`src/design/mpeg_audio_frame_sync_top_assert.svh`:
```
// Assertion macros shared by the frame synchronizer modules.
`ifndef MPEG_AUDIO_FRAME_SYNC_TOP_ASSERT_SVH
`define MPEG_AUDIO_FRAME_SYNC_TOP_ASSERT_SVH

// Clocked property check, disabled while reset is asserted.
`define MAFS_ASSERT(label, prop, msg) \
    label: assert property (@(posedge clk) disable iff (!rst_n) prop) \
        else $error(msg);

// Condition that must never be true at a clock edge.
`define MAFS_NEVER(label, cond, msg) \
    `MAFS_ASSERT(label, !(cond), msg)

`endif

```
`src/design/mafs_pkg.sv`:
```
// Types, constants and table functions of the MPEG audio frame synchronizer.
`default_nettype none

package mafs_pkg;

    // Largest frame length accepted as a legal header.
    localparam int MAX_FRAME_BYTES = 4096;

    // Field widths.
    localparam int BYTE_W    = 8;
    localparam int LEN_W     = 12;
    localparam int CFG_IDX_W = 2;
    localparam int KBPS_W    = 9;
    localparam int COEF_W    = 18;
    localparam int NUM_W     = 27;
    localparam int RATE_W    = 16;
    localparam int QUO_W     = 12;
    localparam int HDR_BYTES = 4;

    // Configuration register indexes.
    localparam logic [CFG_IDX_W-1:0] CFG_TAG_SKIP = 2'd0;
    localparam logic [CFG_IDX_W-1:0] CFG_ID3_LEN  = 2'd1;

    // Register reset values and the shortest block.
    localparam logic [LEN_W-1:0] TAG_SKIP_RESET = 12'd128;
    localparam logic [LEN_W-1:0] ID3_LEN_RESET  = 12'd24;
    localparam logic [LEN_W-1:0] MIN_BLOCK      = 12'(HDR_BYTES);

    // Header markers.
    localparam logic [7:0] SYNC_BYTE = 8'hff;
    localparam logic [7:0] SYNC_MASK = 8'he0;
    localparam logic [7:0] CHAR_T = 8'h54;
    localparam logic [7:0] CHAR_A = 8'h41;
    localparam logic [7:0] CHAR_G = 8'h47;
    localparam logic [7:0] CHAR_I = 8'h49;
    localparam logic [7:0] CHAR_D = 8'h44;
    localparam logic [7:0] CHAR_3 = 8'h33;

    // Header field codes.
    localparam logic [1:0] VER_MPEG1    = 2'd3;
    localparam logic [1:0] VER_MPEG2    = 2'd2;
    localparam logic [1:0] VER_RESERVED = 2'd1;
    localparam logic [1:0] LAY_I        = 2'd3;
    localparam logic [1:0] LAY_III      = 2'd1;
    localparam logic [1:0] LAY_RESERVED = 2'd0;
    localparam logic [1:0] SRI_RESERVED = 2'd3;
    localparam logic [3:0] BRI_FREE     = 4'd0;
    localparam logic [3:0] BRI_BAD      = 4'd15;

    // Bytes per kbps and per Hz: Layer I counts four-byte slots.
    localparam logic [COEF_W-1:0] COEF_L1     = COEF_W'(384 * 1000 / 8 / 4);
    localparam logic [COEF_W-1:0] COEF_L3_LSF = COEF_W'(576 * 1000 / 8);
    localparam logic [COEF_W-1:0] COEF_STD    = COEF_W'(1152 * 1000 / 8);

    // Output block kinds.
    localparam logic KIND_AUDIO = 1'b0;
    localparam logic KIND_ID3   = 1'b1;

    // Bitrate rows, index 15 leftmost.
    localparam logic [15:0][KBPS_W-1:0] KBPS_ROW0 = {
        9'd0, 9'd448, 9'd416, 9'd384, 9'd352, 9'd320, 9'd288, 9'd256,
        9'd224, 9'd192, 9'd160, 9'd128, 9'd96, 9'd64, 9'd32, 9'd0};
    localparam logic [15:0][KBPS_W-1:0] KBPS_ROW1 = {
        9'd0, 9'd384, 9'd320, 9'd256, 9'd224, 9'd192, 9'd160, 9'd128,
        9'd112, 9'd96, 9'd80, 9'd64, 9'd56, 9'd48, 9'd32, 9'd0};
    localparam logic [15:0][KBPS_W-1:0] KBPS_ROW2 = {
        9'd0, 9'd320, 9'd256, 9'd224, 9'd192, 9'd160, 9'd128, 9'd112,
        9'd96, 9'd80, 9'd64, 9'd56, 9'd48, 9'd40, 9'd32, 9'd0};
    localparam logic [15:0][KBPS_W-1:0] KBPS_ROW3 = {
        9'd0, 9'd256, 9'd224, 9'd192, 9'd176, 9'd160, 9'd144, 9'd128,
        9'd112, 9'd96, 9'd80, 9'd64, 9'd56, 9'd48, 9'd32, 9'd0};
    localparam logic [15:0][KBPS_W-1:0] KBPS_ROW4 = {
        9'd0, 9'd160, 9'd144, 9'd128, 9'd112, 9'd96, 9'd80, 9'd64,
        9'd56, 9'd48, 9'd40, 9'd32, 9'd24, 9'd16, 9'd8, 9'd0};

    // One-hot states of the front end.
    typedef enum logic [6:0] {
        ST_HEAD  = 7'b0000001,
        ST_CLASS = 7'b0000010,
        ST_DIV   = 7'b0000100,
        ST_FIN   = 7'b0001000,
        ST_FRAME = 7'b0010000,
        ST_TAG   = 7'b0100000,
        ST_ID3   = 7'b1000000
    } mafs_state_t;

    // One queue entry: one body byte or all four header bytes.
    typedef struct packed {
        logic [HDR_BYTES-1:0][BYTE_W-1:0] bytes;
        logic [1:0]                       nlast;
        logic                             kind;
        logic                             first;
        logic                             last;
        logic [LEN_W-1:0]                 total;
    } mafs_entry_t;

    // Write side of the queue.
    typedef struct packed {
        logic        valid;
        mafs_entry_t entry;
    } mafs_push_t;

    // Queue fill status.
    typedef struct packed {
        logic full;
        logic empty;
    } mafs_q_status_t;

    // Bitrate in kbps for a table row and a bitrate index.
    function automatic logic [KBPS_W-1:0] kbps_lookup(input logic [2:0] row,
                                                       input logic [3:0] idx);
        logic [KBPS_W-1:0] kb;
        case (row)
            3'd0:    kb = KBPS_ROW0[idx];
            3'd1:    kb = KBPS_ROW1[idx];
            3'd2:    kb = KBPS_ROW2[idx];
            3'd3:    kb = KBPS_ROW3[idx];
            3'd4:    kb = KBPS_ROW4[idx];
            default: kb = '0;
        endcase
        return kb;
    endfunction

    // MPEG 1 sample rate for a rate index.
    function automatic logic [RATE_W-1:0] rate_base(input logic [1:0] sri);
        logic [RATE_W-1:0] r;
        case (sri)
            2'd0:    r = 16'd44100;
            2'd1:    r = 16'd48000;
            2'd2:    r = 16'd32000;
            default: r = '0;
        endcase
        return r;
    endfunction

endpackage

`default_nettype wire

```
`src/design/mafs_front.sv`:
```
// Front end: accepts bytes, gathers and classifies headers, queues results.
`default_nettype none
`include "mpeg_audio_frame_sync_top_assert.svh"

module mafs_front import mafs_pkg::*; (
    input  wire logic                 clk,
    input  wire logic                 rst_n,
    input  wire logic                 in_valid,
    output logic                      in_stall,
    input  wire logic                 mode,
    input  wire logic [BYTE_W-1:0]    data_byte,
    input  wire logic                 cfg_valid,
    output logic                      cfg_ready,
    input  wire logic [CFG_IDX_W-1:0] cfg_index,
    input  wire logic [LEN_W-1:0]     cfg_data,
    input  wire mafs_q_status_t       q_status,
    output mafs_push_t                push
);

    localparam int STEP_W = $clog2(QUO_W);
    localparam logic [STEP_W-1:0] DIV_LAST = STEP_W'(QUO_W - 1);
    localparam int FULL_W = QUO_W + 3;

    // Control state.
    mafs_state_t            state_reg, state_next;
    logic                   hunting_reg, hunting_next;
    logic [LEN_W-1:0]       cnt_reg, cnt_next;
    logic [LEN_W-1:0]       len_reg, len_next;
    logic [LEN_W-1:0]       tag_len_reg, tag_len_next;
    logic [LEN_W-1:0]       id3_len_reg, id3_len_next;
    logic [STEP_W-1:0]      step_reg, step_next;

    // Header bytes and divider datapath.
    logic [HDR_BYTES-1:0][BYTE_W-1:0] hdr_reg, hdr_next;
    logic [RATE_W-1:0]      rem_reg, rem_next;
    logic [QUO_W-1:0]       lo_reg, lo_next;
    logic [QUO_W-1:0]       quo_reg, quo_next;
    logic [RATE_W-1:0]      rate_reg, rate_next;
    logic                   pad_reg, pad_next;
    logic                   l1_reg, l1_next;

    logic                   accept;
    logic [1:0]             ver, lay, sri;
    logic [3:0]             bri;
    logic                   legal, is_sync, is_tag, is_id3;
    logic [2:0]             row;
    logic [1:0]             rate_shift;
    logic [RATE_W-1:0]      rate;
    logic [COEF_W-1:0]      coef;
    logic [KBPS_W-1:0]      kb;
    logic [NUM_W-1:0]       num;
    logic [LEN_W-1:0]       tag_min, id3_min;
    logic [RATE_W:0]        trial;
    logic                   qbit;
    logic [QUO_W:0]         qp;
    logic [FULL_W-1:0]      len_full;
    logic                   over;
    logic [HDR_BYTES-1:0][BYTE_W-1:0] drop_hdr;
    logic [LEN_W-1:0]       drop_cnt;
    logic                   drop_hunt;
    logic [LEN_W-1:0]       cnt_inc;
    logic                   body_done;

    // Shortest block is the header itself.
    function automatic logic [LEN_W-1:0] at_least4(input logic [LEN_W-1:0] v);
        return (v < MIN_BLOCK) ? MIN_BLOCK : v;
    endfunction

    // Handshakes: the header is classified while the input waits.
    assign cfg_ready = 1'b1;
    assign in_stall  = ~((state_reg == ST_HEAD) || (state_reg == ST_TAG) ||
                         (((state_reg == ST_FRAME) || (state_reg == ST_ID3)) &&
                          !q_status.full));
    assign accept    = in_valid && !in_stall;

    // Header field decode and the numerator of the frame length.
    always_comb
    begin
        ver   = hdr_reg[1][4:3];
        lay   = hdr_reg[1][2:1];
        bri   = hdr_reg[2][7:4];
        sri   = hdr_reg[2][3:2];
        legal = (bri != BRI_FREE) && (bri != BRI_BAD) && (sri != SRI_RESERVED) &&
                (ver != VER_RESERVED) && (lay != LAY_RESERVED);
        if (ver == VER_MPEG1)
        begin
            row = 3'(2'd3 - lay);
        end
        else
        begin
            row = (lay == LAY_I) ? 3'd3 : 3'd4;
        end
        rate_shift = (ver == VER_MPEG1) ? 2'd0 : (ver == VER_MPEG2) ? 2'd1 : 2'd2;
        rate       = rate_base(sri) >> rate_shift;
        if (lay == LAY_I)
        begin
            coef = COEF_L1;
        end
        else if (ver != VER_MPEG1 && lay == LAY_III)
        begin
            coef = COEF_L3_LSF;
        end
        else
        begin
            coef = COEF_STD;
        end
        kb      = kbps_lookup(row, bri);
        num     = NUM_W'(coef) * NUM_W'(kb);
        is_sync = (hdr_reg[0] == SYNC_BYTE) &&
                  ((hdr_reg[1] & SYNC_MASK) == SYNC_MASK) && legal;
        is_tag  = (hdr_reg[0] == CHAR_T) && (hdr_reg[1] == CHAR_A) &&
                  (hdr_reg[2] == CHAR_G);
        is_id3  = (hdr_reg[0] == CHAR_I) && (hdr_reg[1] == CHAR_D) &&
                  (hdr_reg[2] == CHAR_3);
        tag_min = at_least4(tag_len_reg);
        id3_min = at_least4(id3_len_reg);
    end

    // Restoring divide step and the final frame length.
    always_comb
    begin
        trial    = {rem_reg, lo_reg[QUO_W-1]};
        qbit     = trial >= {1'b0, rate_reg};
        qp       = {1'b0, quo_reg} + (QUO_W + 1)'(pad_reg);
        len_full = l1_reg ? {qp, 2'b00} : {2'b00, qp};
        over     = 32'(len_full) > 32'(MAX_FRAME_BYTES);
    end

    // Resync after a bad header: keep the held bytes from the next sync byte on.
    always_comb
    begin
        drop_hdr  = hdr_reg;
        drop_hunt = 1'b0;
        if (hdr_reg[1] == SYNC_BYTE)
        begin
            drop_hdr[0] = hdr_reg[1];
            drop_hdr[1] = hdr_reg[2];
            drop_hdr[2] = hdr_reg[3];
            drop_cnt    = 12'd3;
        end
        else if (hdr_reg[2] == SYNC_BYTE)
        begin
            drop_hdr[0] = hdr_reg[2];
            drop_hdr[1] = hdr_reg[3];
            drop_cnt    = 12'd2;
        end
        else if (hdr_reg[3] == SYNC_BYTE)
        begin
            drop_hdr[0] = hdr_reg[3];
            drop_cnt    = 12'd1;
        end
        else
        begin
            drop_cnt  = 12'd0;
            drop_hunt = 1'b1;
        end
    end

    assign cnt_inc   = cnt_reg + 12'd1;
    assign body_done = cnt_inc >= len_reg;

    // Main sequencer.
    always_comb
    begin
        state_next   = state_reg;
        hunting_next = hunting_reg;
        cnt_next     = cnt_reg;
        len_next     = len_reg;
        tag_len_next = tag_len_reg;
        id3_len_next = id3_len_reg;
        step_next    = step_reg;
        hdr_next     = hdr_reg;
        rem_next     = rem_reg;
        lo_next      = lo_reg;
        quo_next     = quo_reg;
        rate_next    = rate_reg;
        pad_next     = pad_reg;
        l1_next      = l1_reg;

        push.valid       = 1'b0;
        push.entry.bytes = hdr_reg;
        push.entry.nlast = 2'(HDR_BYTES - 1);
        push.entry.kind  = KIND_AUDIO;
        push.entry.first = 1'b1;
        push.entry.last  = 1'b0;
        push.entry.total = len_reg;

        // The user must write registers only while idle; not enforced here.
        if (cfg_valid)
        begin
            case (cfg_index)
                CFG_TAG_SKIP: tag_len_next = cfg_data;
                CFG_ID3_LEN:  id3_len_next = cfg_data;
                default:      ;
            endcase
        end

        case (state_reg)
            ST_HEAD:
            begin
                if (accept && mode)
                begin
                    cnt_next     = '0;
                    len_next     = '0;
                    hunting_next = 1'b0;
                end
                else if (accept && !(hunting_reg && data_byte != SYNC_BYTE))
                begin
                    hunting_next         = 1'b0;
                    hdr_next[cnt_reg[1:0]] = data_byte;
                    cnt_next             = cnt_inc;
                    if (cnt_reg[1:0] == 2'(HDR_BYTES - 1))
                    begin
                        state_next = ST_CLASS;
                    end
                end
            end

            ST_CLASS:
            begin
                if (is_sync)
                begin
                    rem_next   = RATE_W'(num >> QUO_W);
                    lo_next    = num[QUO_W-1:0];
                    rate_next  = rate;
                    pad_next   = hdr_reg[2][1];
                    l1_next    = (lay == LAY_I);
                    step_next  = '0;
                    state_next = ST_DIV;
                end
                else if (is_tag)
                begin
                    len_next = tag_min;
                    if (tag_min <= MIN_BLOCK)
                    begin
                        cnt_next   = '0;
                        state_next = ST_HEAD;
                    end
                    else
                    begin
                        state_next = ST_TAG;
                    end
                end
                else if (is_id3)
                begin
                    if (!q_status.full)
                    begin
                        push.valid       = 1'b1;
                        push.entry.kind  = KIND_ID3;
                        push.entry.last  = (id3_min <= MIN_BLOCK);
                        push.entry.total = id3_min;
                        len_next         = id3_min;
                        if (id3_min <= MIN_BLOCK)
                        begin
                            cnt_next   = '0;
                            state_next = ST_HEAD;
                        end
                        else
                        begin
                            state_next = ST_ID3;
                        end
                    end
                end
                else
                begin
                    hdr_next     = drop_hdr;
                    cnt_next     = drop_cnt;
                    hunting_next = drop_hunt;
                    state_next   = ST_HEAD;
                end
            end

            // One quotient bit per cycle.
            ST_DIV:
            begin
                if (qbit)
                begin
                    rem_next = RATE_W'(trial - {1'b0, rate_reg});
                end
                else
                begin
                    rem_next = trial[RATE_W-1:0];
                end
                lo_next   = {lo_reg[QUO_W-2:0], 1'b0};
                quo_next  = {quo_reg[QUO_W-2:0], qbit};
                step_next = step_reg + 1'b1;
                if (step_reg == DIV_LAST)
                begin
                    state_next = ST_FIN;
                end
            end

            ST_FIN:
            begin
                if (over)
                begin
                    hdr_next     = drop_hdr;
                    cnt_next     = drop_cnt;
                    hunting_next = drop_hunt;
                    state_next   = ST_HEAD;
                end
                else if (!q_status.full)
                begin
                    push.valid       = 1'b1;
                    push.entry.last  = (len_full <= FULL_W'(HDR_BYTES));
                    push.entry.total = len_full[LEN_W-1:0];
                    len_next         = len_full[LEN_W-1:0];
                    if (len_full <= FULL_W'(HDR_BYTES))
                    begin
                        cnt_next   = '0;
                        state_next = ST_HEAD;
                    end
                    else
                    begin
                        state_next = ST_FRAME;
                    end
                end
            end

            ST_FRAME, ST_TAG, ST_ID3:
            begin
                if (accept && mode)
                begin
                    cnt_next     = '0;
                    len_next     = '0;
                    hunting_next = 1'b0;
                    state_next   = ST_HEAD;
                end
                else if (accept)
                begin
                    push.valid       = (state_reg != ST_TAG);
                    push.entry.bytes = {{((HDR_BYTES - 1) * BYTE_W){1'b0}}, data_byte};
                    push.entry.nlast = 2'd0;
                    push.entry.kind  = (state_reg == ST_ID3) ? KIND_ID3 : KIND_AUDIO;
                    push.entry.first = 1'b0;
                    push.entry.last  = body_done;
                    if (body_done)
                    begin
                        cnt_next   = '0;
                        state_next = ST_HEAD;
                    end
                    else
                    begin
                        cnt_next = cnt_inc;
                    end
                end
            end

            default:
            begin
                state_next = ST_HEAD;
            end
        endcase
    end

    // Control registers.
    always_ff @(posedge clk or negedge rst_n)
    begin
        if (!rst_n)
        begin
            state_reg   <= ST_HEAD;
            hunting_reg <= 1'b0;
            cnt_reg     <= '0;
            len_reg     <= '0;
            tag_len_reg <= TAG_SKIP_RESET;
            id3_len_reg <= ID3_LEN_RESET;
            step_reg    <= '0;
        end
        else
        begin
            state_reg   <= state_next;
            hunting_reg <= hunting_next;
            cnt_reg     <= cnt_next;
            len_reg     <= len_next;
            tag_len_reg <= tag_len_next;
            id3_len_reg <= id3_len_next;
            step_reg    <= step_next;
        end
    end

    // Header and divider datapath registers.
    always_ff @(posedge clk)
    begin
        hdr_reg  <= hdr_next;
        rem_reg  <= rem_next;
        lo_reg   <= lo_next;
        quo_reg  <= quo_next;
        rate_reg <= rate_next;
        pad_reg  <= pad_next;
        l1_reg   <= l1_next;
    end

    // While gathering, fewer than four header bytes are ever held.
    `MAFS_ASSERT(a_head_count, (state_reg == ST_HEAD) |-> (cnt_reg < MIN_BLOCK), "header count overrun")
    // The divider always finishes after its last quotient bit.
    `MAFS_ASSERT(a_div_exit, (state_reg == ST_DIV && step_reg == DIV_LAST) |=> (state_reg == ST_FIN), "divider did not finish")

endmodule

`default_nettype wire

```
`src/design/mafs_queue.sv`:
```
// Short queue of result entries between the front end and the output stage.
`default_nettype none
`include "mpeg_audio_frame_sync_top_assert.svh"

module mafs_queue import mafs_pkg::*; (
    input  wire logic        clk,
    input  wire logic        rst_n,
    input  wire mafs_push_t  push,
    input  wire logic        pop,
    output mafs_entry_t      head,
    output mafs_q_status_t   q_status
);

    localparam int DEPTH = 4;
    localparam int PTR_W = $clog2(DEPTH);
    localparam int CNT_W = PTR_W + 1;

    mafs_entry_t        mem_reg [DEPTH];
    logic [PTR_W-1:0]   wr_ptr_reg, rd_ptr_reg;
    logic [CNT_W-1:0]   count_reg, count_next;

    assign q_status.full  = (count_reg == CNT_W'(DEPTH));
    assign q_status.empty = (count_reg == '0);
    assign head           = mem_reg[rd_ptr_reg];
    assign count_next     = count_reg + CNT_W'(push.valid) - CNT_W'(pop);

    // Pointers and fill count.
    always_ff @(posedge clk or negedge rst_n)
    begin
        if (!rst_n)
        begin
            wr_ptr_reg <= '0;
            rd_ptr_reg <= '0;
            count_reg  <= '0;
        end
        else
        begin
            if (push.valid)
            begin
                wr_ptr_reg <= wr_ptr_reg + 1'b1;
            end
            if (pop)
            begin
                rd_ptr_reg <= rd_ptr_reg + 1'b1;
            end
            count_reg <= count_next;
        end
    end

    // Entry storage.
    always_ff @(posedge clk)
    begin
        if (push.valid)
        begin
            mem_reg[wr_ptr_reg] <= push.entry;
        end
    end

    `MAFS_NEVER(a_no_overflow, push.valid && q_status.full, "push into a full queue")
    `MAFS_NEVER(a_no_underflow, pop && q_status.empty, "pop from an empty queue")

endmodule

`default_nettype wire

```
`src/design/mafs_back.sv`:
```
// Output stage: splits queue entries into single result bytes.
`default_nettype none

module mafs_back import mafs_pkg::*; (
    input  wire logic             clk,
    input  wire logic             rst_n,
    input  wire mafs_entry_t      head,
    input  wire mafs_q_status_t   q_status,
    output logic                  pop,
    output logic                  out_valid,
    input  wire logic             out_stall,
    output logic [BYTE_W-1:0]     out_byte,
    output logic                  block_kind,
    output logic                  block_first,
    output logic                  block_last,
    output logic [LEN_W-1:0]      block_total
);

    logic              out_valid_reg, out_valid_next;
    logic [1:0]        idx_reg, idx_next;
    logic [BYTE_W-1:0] byte_reg;
    logic              kind_reg, first_reg, last_reg;
    logic [LEN_W-1:0]  total_reg;
    logic              load;
    logic              at_end;

    // Load the next byte when the output register is free or being taken.
    assign load   = !q_status.empty && (!out_valid_reg || !out_stall);
    assign at_end = (idx_reg == head.nlast);
    assign pop    = load && at_end;

    always_comb
    begin
        idx_next       = idx_reg;
        out_valid_next = out_valid_reg && out_stall;
        if (load)
        begin
            out_valid_next = 1'b1;
            idx_next       = at_end ? 2'd0 : idx_reg + 2'd1;
        end
    end

    // Output control.
    always_ff @(posedge clk or negedge rst_n)
    begin
        if (!rst_n)
        begin
            out_valid_reg <= 1'b0;
            idx_reg       <= '0;
        end
        else
        begin
            out_valid_reg <= out_valid_next;
            idx_reg       <= idx_next;
        end
    end

    // Output payload.
    always_ff @(posedge clk)
    begin
        if (load)
        begin
            byte_reg  <= head.bytes[idx_reg];
            kind_reg  <= head.kind;
            first_reg <= head.first && (idx_reg == 2'd0);
            last_reg  <= head.last && at_end;
            total_reg <= head.total;
        end
    end

    assign out_valid   = out_valid_reg;
    assign out_byte    = byte_reg;
    assign block_kind  = kind_reg;
    assign block_first = first_reg;
    assign block_last  = last_reg;
    assign block_total = total_reg;

endmodule

`default_nettype wire

```
`src/design/mpeg_audio_frame_sync_top.sv`:
```
// Top level of the MPEG audio frame synchronizer.
//
// The input channel (in_valid/in_stall) carries one transaction per stream
// byte; mode high instead aborts and resynchronizes without a result. The
// output channel (out_valid/out_stall) carries one transaction per byte of a
// recognized audio frame or ID3 block, with first/last marks, the kind and
// the block's total length. TAG blocks are discarded. The config channel
// (cfg_valid/cfg_ready, always ready) writes the TAG and ID3 block lengths.
// Body bytes are taken one per cycle while the queue has room and pass
// through the queue and the output register. After the fourth header byte
// the input stalls for classification and, for an audio header, through the
// frame length divider, which produces one quotient bit per cycle. Unless the
// receiver stalls, header bytes then leave one per cycle as body bytes come.
// A four-entry queue separates the front end from the output register, so a
// stalled receiver backs up into in_stall only once the queue is full.
// Reset empties the queue, returns to header hunting and loads the register
// defaults (TAG 128, ID3 24); no clearing pass is needed.
`default_nettype none

module mpeg_audio_frame_sync_top import mafs_pkg::*; (
    input  wire logic                 clk,
    input  wire logic                 rst_n,
    input  wire logic                 in_valid,
    output logic                      in_stall,
    input  wire logic                 mode,
    input  wire logic [BYTE_W-1:0]    data_byte,
    output logic                      out_valid,
    input  wire logic                 out_stall,
    output logic [BYTE_W-1:0]         out_byte,
    output logic                      block_kind,
    output logic                      block_first,
    output logic                      block_last,
    output logic [LEN_W-1:0]          block_total,
    input  wire logic                 cfg_valid,
    output logic                      cfg_ready,
    input  wire logic [CFG_IDX_W-1:0] cfg_index,
    input  wire logic [LEN_W-1:0]     cfg_data
);

    mafs_push_t     push;
    mafs_q_status_t q_status;
    mafs_entry_t    head;
    logic           pop;

    // Header classification and byte routing.
    mafs_front u_front (
        .clk       (clk),
        .rst_n     (rst_n),
        .in_valid  (in_valid),
        .in_stall  (in_stall),
        .mode      (mode),
        .data_byte (data_byte),
        .cfg_valid (cfg_valid),
        .cfg_ready (cfg_ready),
        .cfg_index (cfg_index),
        .cfg_data  (cfg_data),
        .q_status  (q_status),
        .push      (push)
    );

    // Decoupling queue.
    mafs_queue u_queue (
        .clk      (clk),
        .rst_n    (rst_n),
        .push     (push),
        .pop      (pop),
        .head     (head),
        .q_status (q_status)
    );

    // Output serializer.
    mafs_back u_back (
        .clk         (clk),
        .rst_n       (rst_n),
        .head        (head),
        .q_status    (q_status),
        .pop         (pop),
        .out_valid   (out_valid),
        .out_stall   (out_stall),
        .out_byte    (out_byte),
        .block_kind  (block_kind),
        .block_first (block_first),
        .block_last  (block_last),
        .block_total (block_total)
    );

endmodule

`default_nettype wire

```
`config.mk`:
```
export PLATFORM = sky130hd
export DESIGN_NAME = mpeg_audio_frame_sync_top
export DESIGN_NICKNAME = d
export VERILOG_FILES = /design/src/design/mafs_pkg.sv /design/src/design/mafs_front.sv /design/src/design/mafs_queue.sv /design/src/design/mafs_back.sv /design/src/design/mpeg_audio_frame_sync_top.sv
export VERILOG_INCLUDE_DIRS = /design/src /design/src/design
export SDC_FILE = /design/constraint.sdc
export NUM_CORES = 1
export LEC_CHECK = 0
export BUFFER_PORTS_ARGS = -buffer_cell sky130_fd_sc_hd__buf_2
export CAP_MARGIN = 20
export CELL_PAD_IN_SITES_DETAIL_PLACEMENT = 1
export CELL_PAD_IN_SITES_GLOBAL_PLACEMENT = 1
export CORE_UTILIZATION = 40
export DETAILED_ROUTE_END_ITERATION = 16
export GPL_ROUTABILITY_DRIVEN = 0
export PLACE_DENSITY = 0.66
export SYNTH_ARGS = -nofsm -noshare
export SYNTH_HDL_FRONTEND = slang
export SYNTH_SLANG_ARGS = --single-unit
```
`constraint.sdc`:
```
create_clock -name clk -period 11.34 [get_ports clk]
set_input_delay 0 -clock clk [delete_from_list [all_inputs] [get_ports clk]]
set_output_delay 0 -clock clk [all_outputs]
set_load 0.05 [all_outputs]
```
# After elaboration in Yosys (flattened, before gate mapping)
# Memory sizes are Yosys's and may differ from the RTL's. A register that Yosys moved wholly into a read port is not among the register bits.
# Cells that the tools add are included.
# word_totals
rom_bits	720
in_bits	28
n_memories	6
output_inout_bits	26
wordCells	301
regBits	183
mem_bits_rw	196
# op_classes
n_eq_ne	63
addsub	10
n_mul	1
reduce_logical	54
bitwise_logic	4
magnitude_cmp	12
mux	123
shift	1
# mem_list
memory	words	word_bits	rd	rd_ports_with_merged_regs	write_ports	line_no	text
u_queue.mem_reg	4	49	1	0	1	mafs_queue.sv:18	mafs_entry_t mem_reg [DEPTH];
(name not given)	16	9	1	1	0	mafs_pkg.sv:114	3'd0: kb = KBPS_ROW0[idx];
(name not given)	16	9	1	1	0	mafs_pkg.sv:115	3'd1: kb = KBPS_ROW1[idx];
(name not given)	16	9	1	1	0	mafs_pkg.sv:116	3'd2: kb = KBPS_ROW2[idx];
(name not given)	16	9	1	1	0	mafs_pkg.sv:117	3'd3: kb = KBPS_ROW3[idx];
(name not given)	16	9	1	1	0	mafs_pkg.sv:118	3'd4: kb = KBPS_ROW4[idx];
# ops
cell	count
$mux W12	26
$mux W32	4
$mux W7	14
$pmux W32 S3	1
$mux W13	6
$mux W38	2
$mux W16	3
$mux W24	2
$mux W8	6
$pmux W12 S2	2
$pmux W12 S4	1
$pmux W16 S3	1
$mux W9	5
$pmux W9 S5	1
$eq A8 B7 Y1 const B	5
$mux W18	2
$pmux W12 S3	1
$pmux W7 S5	1
$mux W34	1
$bwmux W32	1
$eq A8 B8 Y1 const B	4
$pmux W16 S2	1
$mul A18 B9 Y27	1
$le A12 B3 Y1 const B	2
70 further kinds	175

# Longest topological paths before layout
# logic_depth
word_depth	10
ltp_mapped	28
ltp_nobuf	27

# Hierarchy
# From an unflattened synthesis, not the netlist that was laid out.
# hier_totals
hier_cells	1775
area_unflattened_um2	21528.1
# by_module_without_submodules
mod	cells_each	area_per_inst_um2	n_inst	seq_area_each_um2
mafs_front	1428	12914.9	1	4469.3
mafs_queue	291	7518.5	1	6060.8
mafs_back	56	1094.8	1	765.7

# Worst setup path after synthesis
# No wires, ideal clock.
# synth_timing
path_kind	register to register
startpoint	register u_front.hdr_reg[10] (netlist name)
endpoint	register u_front.rem_reg[14] (data pin)
path_slack_ps	5739
arrival_time_ps	5326
path_stages_with_launch	24
required_time_ps	11064
period_less_slack_ps	5601
cell_sequence	edfxtp_1 -> buf_4 -> clkbuf_1 -> mux2i_1 -> o31ai_1 -> inv_1 -> nor2_1 -> inv_1 -> fa_1 -> fa_1 -> inv_1 -> fa_1 -> ha_1 -> inv_1 -> fa_1 -> inv_1 -> a21o_1 -> a21oi_1 -> o21ai_0 -> a31o_2 -> a211o_1 -> a41oi_1 -> xnor2_1 -> a22oi_1
# synth_via
elab_chain_len	8
elab_cells_between_ends	17
cone_classes	add/sub (1); mul (1); eq/ne (6); mux (7); reduce/logical (2)
# synth_rtl
element	line_no	text
start, declared	mafs_front.sv:34	logic [HDR_BYTES-1:0][BYTE_W-1:0] hdr_reg, hdr_next;
start signal, assigned	mafs_front.sv:384	hdr_reg <= hdr_next;
$eq A2 B2 Y1	mafs_front.sv:91, mafs_front.sv:95	
$mux W3	mafs_front.sv:91	row = (lay == LAY_I) ? 3'd3 : 3'd4;
$mux W3	mafs_front.sv:85	if (ver == VER_MPEG1)
$eq A3 B3 Y1, or another cell as far along	mafs_pkg.sv:113	case (row)
$pmux W9 S5	mafs_pkg.sv:113	
$mul A18 B9 Y27 (*)	mafs_front.sv:108	num = NUM_W'(coef) * NUM_W'(kb);
$mux W16 (*)	mafs_front.sv:221	if (is_sync)
$pmux W16 S2 (*)	mafs_front.sv:198	case (state_reg)
via u_front.rem_next[14]	mafs_front.sv:35	logic [RATE_W-1:0] rem_reg, rem_next;
end signal, assigned	mafs_front.sv:385	rem_reg <= rem_next;
end, declared	mafs_front.sv:35	
# The timed path passes the listed nets; every way through them passes the cells marked *. The select of a mux whose other input is x is not followed.
# A chain may end at the register's enable or synchronous reset.

# Final worst setup path
# layout_timing
startpoint	register u_front.hdr_reg[9] (netlist name)
endpoint	register u_front.rem_reg[14] (data pin)
# The elaborated chain is that of the path after synthesis.

==> impl_metrics.ini <==
[yosys]
synth_flop_cell = edfxtp_1
ys_ff_latch = 388
yosys.cell_count.top_type = edfxtp_1
synth_cell_types = 96
synth-edff-count = 293
synthCells = 1774
synthArstFlopShare = 0.180
ys_seq_area_frac = 0.523
yosysTopAreaCellShare = 0.416
synth_top_cells_by_count = 293 x edfxtp_1, 135 x inv_1, 135 x nand2_1, 131 x nor2_1, 97 x ha_1
avgSynthCellArea_um2 = 11.9
yosys-top-cells-area = edfxtp_1 42%, dfrtp_1 7.8%, mux4_2 5.9%
ys_warn_count = 0
syn_area_um2 = 21100
synth_area_leader_cell = edfxtp_1

[clock_tree]
clock_tree.root_cell = clkbuf_16
cts_tree = done
cts_buffers = 45
h-tree-depth = 2
cts_hold_buf = 30
insertion_delay_ns = 0.61
cts.clk_slew.worst_paths_ns = 0.06
clock_path_buffers = 3
postCtsSetupBuffers = 0
cts_resized = 0
clock_sinks = 388

[grt]
overflow = 0
grt_max_degree = 49
grt_pass1_wl_mm = 89.9
grt_usage = 0.216
grt_pass1_vias = 15448
antenna_found_initial = 3

[sta]
slew_headroom = 0.282
rsz0062_at_grt = no
fin_crit_ns = 6.76
fin_crit_sh = 0.596
setup_viol = 0
timing.fmax_mhz = 148
drv_slew = 0
final.setup_skew_ns = 0.0542
hold_viol = 0
worstMarginPinSlew_ns = 1.07
tns_ns = 0

[die]
dieArea_um2 = 53800
rows = 83
start_util = 0.408
die_h_um = 232
die_width_um = 232
core_um2 = 51800
ioPinCount = 54

[finish]
area_delta_synth_final_pct = 13.3
largest_reg_flops = 188
nFillCells = 5443
n_antenna_cell = 0
drive_gt1_frac = 0.155
final_util = 0.462
nNetsFinal = 2003

[power_and_ir_drop]
seq_power_share = 0.350
power.density_nw_per_um2 = 227
ir_drop_mv = 0.128
p_int_mw = 3.47
p_sw_frac = 0.362
p_clk_frac = 0.273
power_switching_mw = 1.97
combinationalPowerShare = 0.378
p_leak_nw = 9.33

[placement]
hpwl_mm = 40.8
portBuffers = 52

[critical_path]
crit_slowest_cell = edfxtp_1
critPathCaptureType = flop
cp-start-kind = flop
reg2reg_depth = 21
cp_max_fo = 27
worstPathRequired_ns = 11.63
critical_path_class = flop to flop
slowest_delay_ns = 0.91
critPathArrivalTime_ns = 7.05
worstPathCellList = nand2_1 -> inv_1 -> a221oi_1 -> o22a_1 -> or2_2 -> fa_1 -> fa_1 -> inv_1 -> fa_1 -> ha_1 -> inv_1 -> fa_1 -> inv_1 -> a21o_1 -> a21oi_1 -> o21ai_0 -> a31o_2 -> a211o_1 -> a41oi_1 -> xnor2_1 -> a22oi_1

[detailed_routing]
wl_per_cell_um = 22.2
drc = 0
routed_wl_mm = 56.9
dr.pass1.iters = 5
ant_nets = 0
vias = 14533
via_per_inst = 5.68
drtIter0Drc = 1101

[outcome]
status = completed

[min_path]
hp-class = input pin to flop
hold_depth = 6

[flow_run]
cap_viol_max_count = 0
[power groups by stage]
stage,Combinational [mW],Sequential (mW),Clock [mW]
after floorplan,1.39,2.01,0
after global placement,1.98,1.93,0
after detailed placement,2.03,1.93,0
after CTS,2.06,1.90,1.52
after global routing,2.28,1.92,1.56
final,2.06,1.90,1.49
[routing by layer]
metal	routed length, um	share of wire	up-vias	GRT usage
li1	-	-	6715	-
met1	26800	0.47	7439	0.306
met2	26400	0.46	308	0.348
met3	2610	0.046	71	0.0352
met4	1060	0.019	0	0.0504
met5	0	0	-	0
[cells by family (layout without fill, tap and decap cells)]
| kind of cell | count (synthesis) | in the layout | synth area share |
|---|---|---|---|
| mux | 119 | 119 | 0.0914 |
| flops | 388 | 388 | 0.523 |
| other cells | 2 | 4 | 0.000355 |
| fa+ha+maj | 133 | 133 | 0.0915 |
| xor+xnor | 45 | 45 | 0.0186 |
| simple gates | 505 | 505 | 0.118 |
| buf+inv | 224 | 327 | 0.0428 |
| compound gates | 358 | 358 | 0.114 |
[critical path: cells and delay by family, from the launching register on]
family	cells	cell delay, ns
adder cells (fa/ha/maj)	5	2.09
flip-flops	1	0.91
AND/OR/NAND/NOR	2	0.81
buffers and inverters	4	0.62
XOR/XNOR	1	0.16
AO/OA/AOI/OAI	9	1.84
[placed cells by master (no fill, tap or decap), types with 12 or more instances in the layout]
cell type      Yosys  final
inv_1            135    135
mux2i_1           24     24
a31oi_1           18     18
a21o_1            20     20
nor2_1           131    129
clkbuf_16          0     46
and3_1            20     20
and2_1            14     14
dfxtp_1           25     25
fa_1              36     36
a21oi_1           87     87
mux2_2            39     39
edfxtp_1         293    293
mux4_2            55     55
nand4_1           18     18
dlygate4sd3_1      0     29
xnor2_1           26     26
buf_2             12     51
ha_1              97     97
buf_4              5     20
o211ai_1          22     22
nand2_1          135    135
nand3_1           53     53
dfrtp_1           66     64
o21ai_0           78     77
nor2b_1           33     29
o32a_1            12     12
nor3_1            30     30
xor2_1            19     19
[through the flow]
stage / instance area, um2 / total power, mW / std cells / worst slack, ns / hold slack (ns)
after floorplan: 21200 / 3.39 / 1776 / 5.74 / -0.296
after global placement: 22100 / 3.91 / 2441 / 4.90 / 0.0116
after detailed placement: 22100 / 3.96 / 2441 / 4.62 / 0.0159
after CTS: 23900 / 5.48 / 2555 / 4.58 / 0.0900
after global routing: 24000 / 5.76 / 2559 / 4.05 / 0.129
final: 24000 / 5.45 / 2559 / 4.58 / 0.128
[cell type report]
class | count | area [um2] | share of cell area
flip-flops and latches | 388 | 11100 | 0.462
clock inverters | 27 | 315 | 0.0132
well taps | 680 | 851 | 0.0355
clock buffers | 57 | 1230 | 0.0514
inverters | 139 | 522 | 0.0218
repair buffers | 104 | 746 | 0.0311
multi-input cells | 1164 | 9230 | 0.385
[path summary, 6_finish.rpt]
kind | slack, ns | to | from
max | 4.58 | u_front.rem_reg[14] | u_front.hdr_reg[9]
min | 0.13 | u_front.state_reg[3] | in_valid
max reg2reg | 4.58 | u_front.rem_reg[14] | u_front.hdr_reg[9]
min reg2reg | 0.49 | u_front.quo_reg[1] | u_front.quo_reg[0]
max in group asynchronous | 10.24 | u_queue.rd_ptr_reg[0] | rst_n
min in group asynchronous | 0.52 | u_front.tag_len_reg[7] | rst_n
No activity file was read; power rests on OpenSTA's default activity.
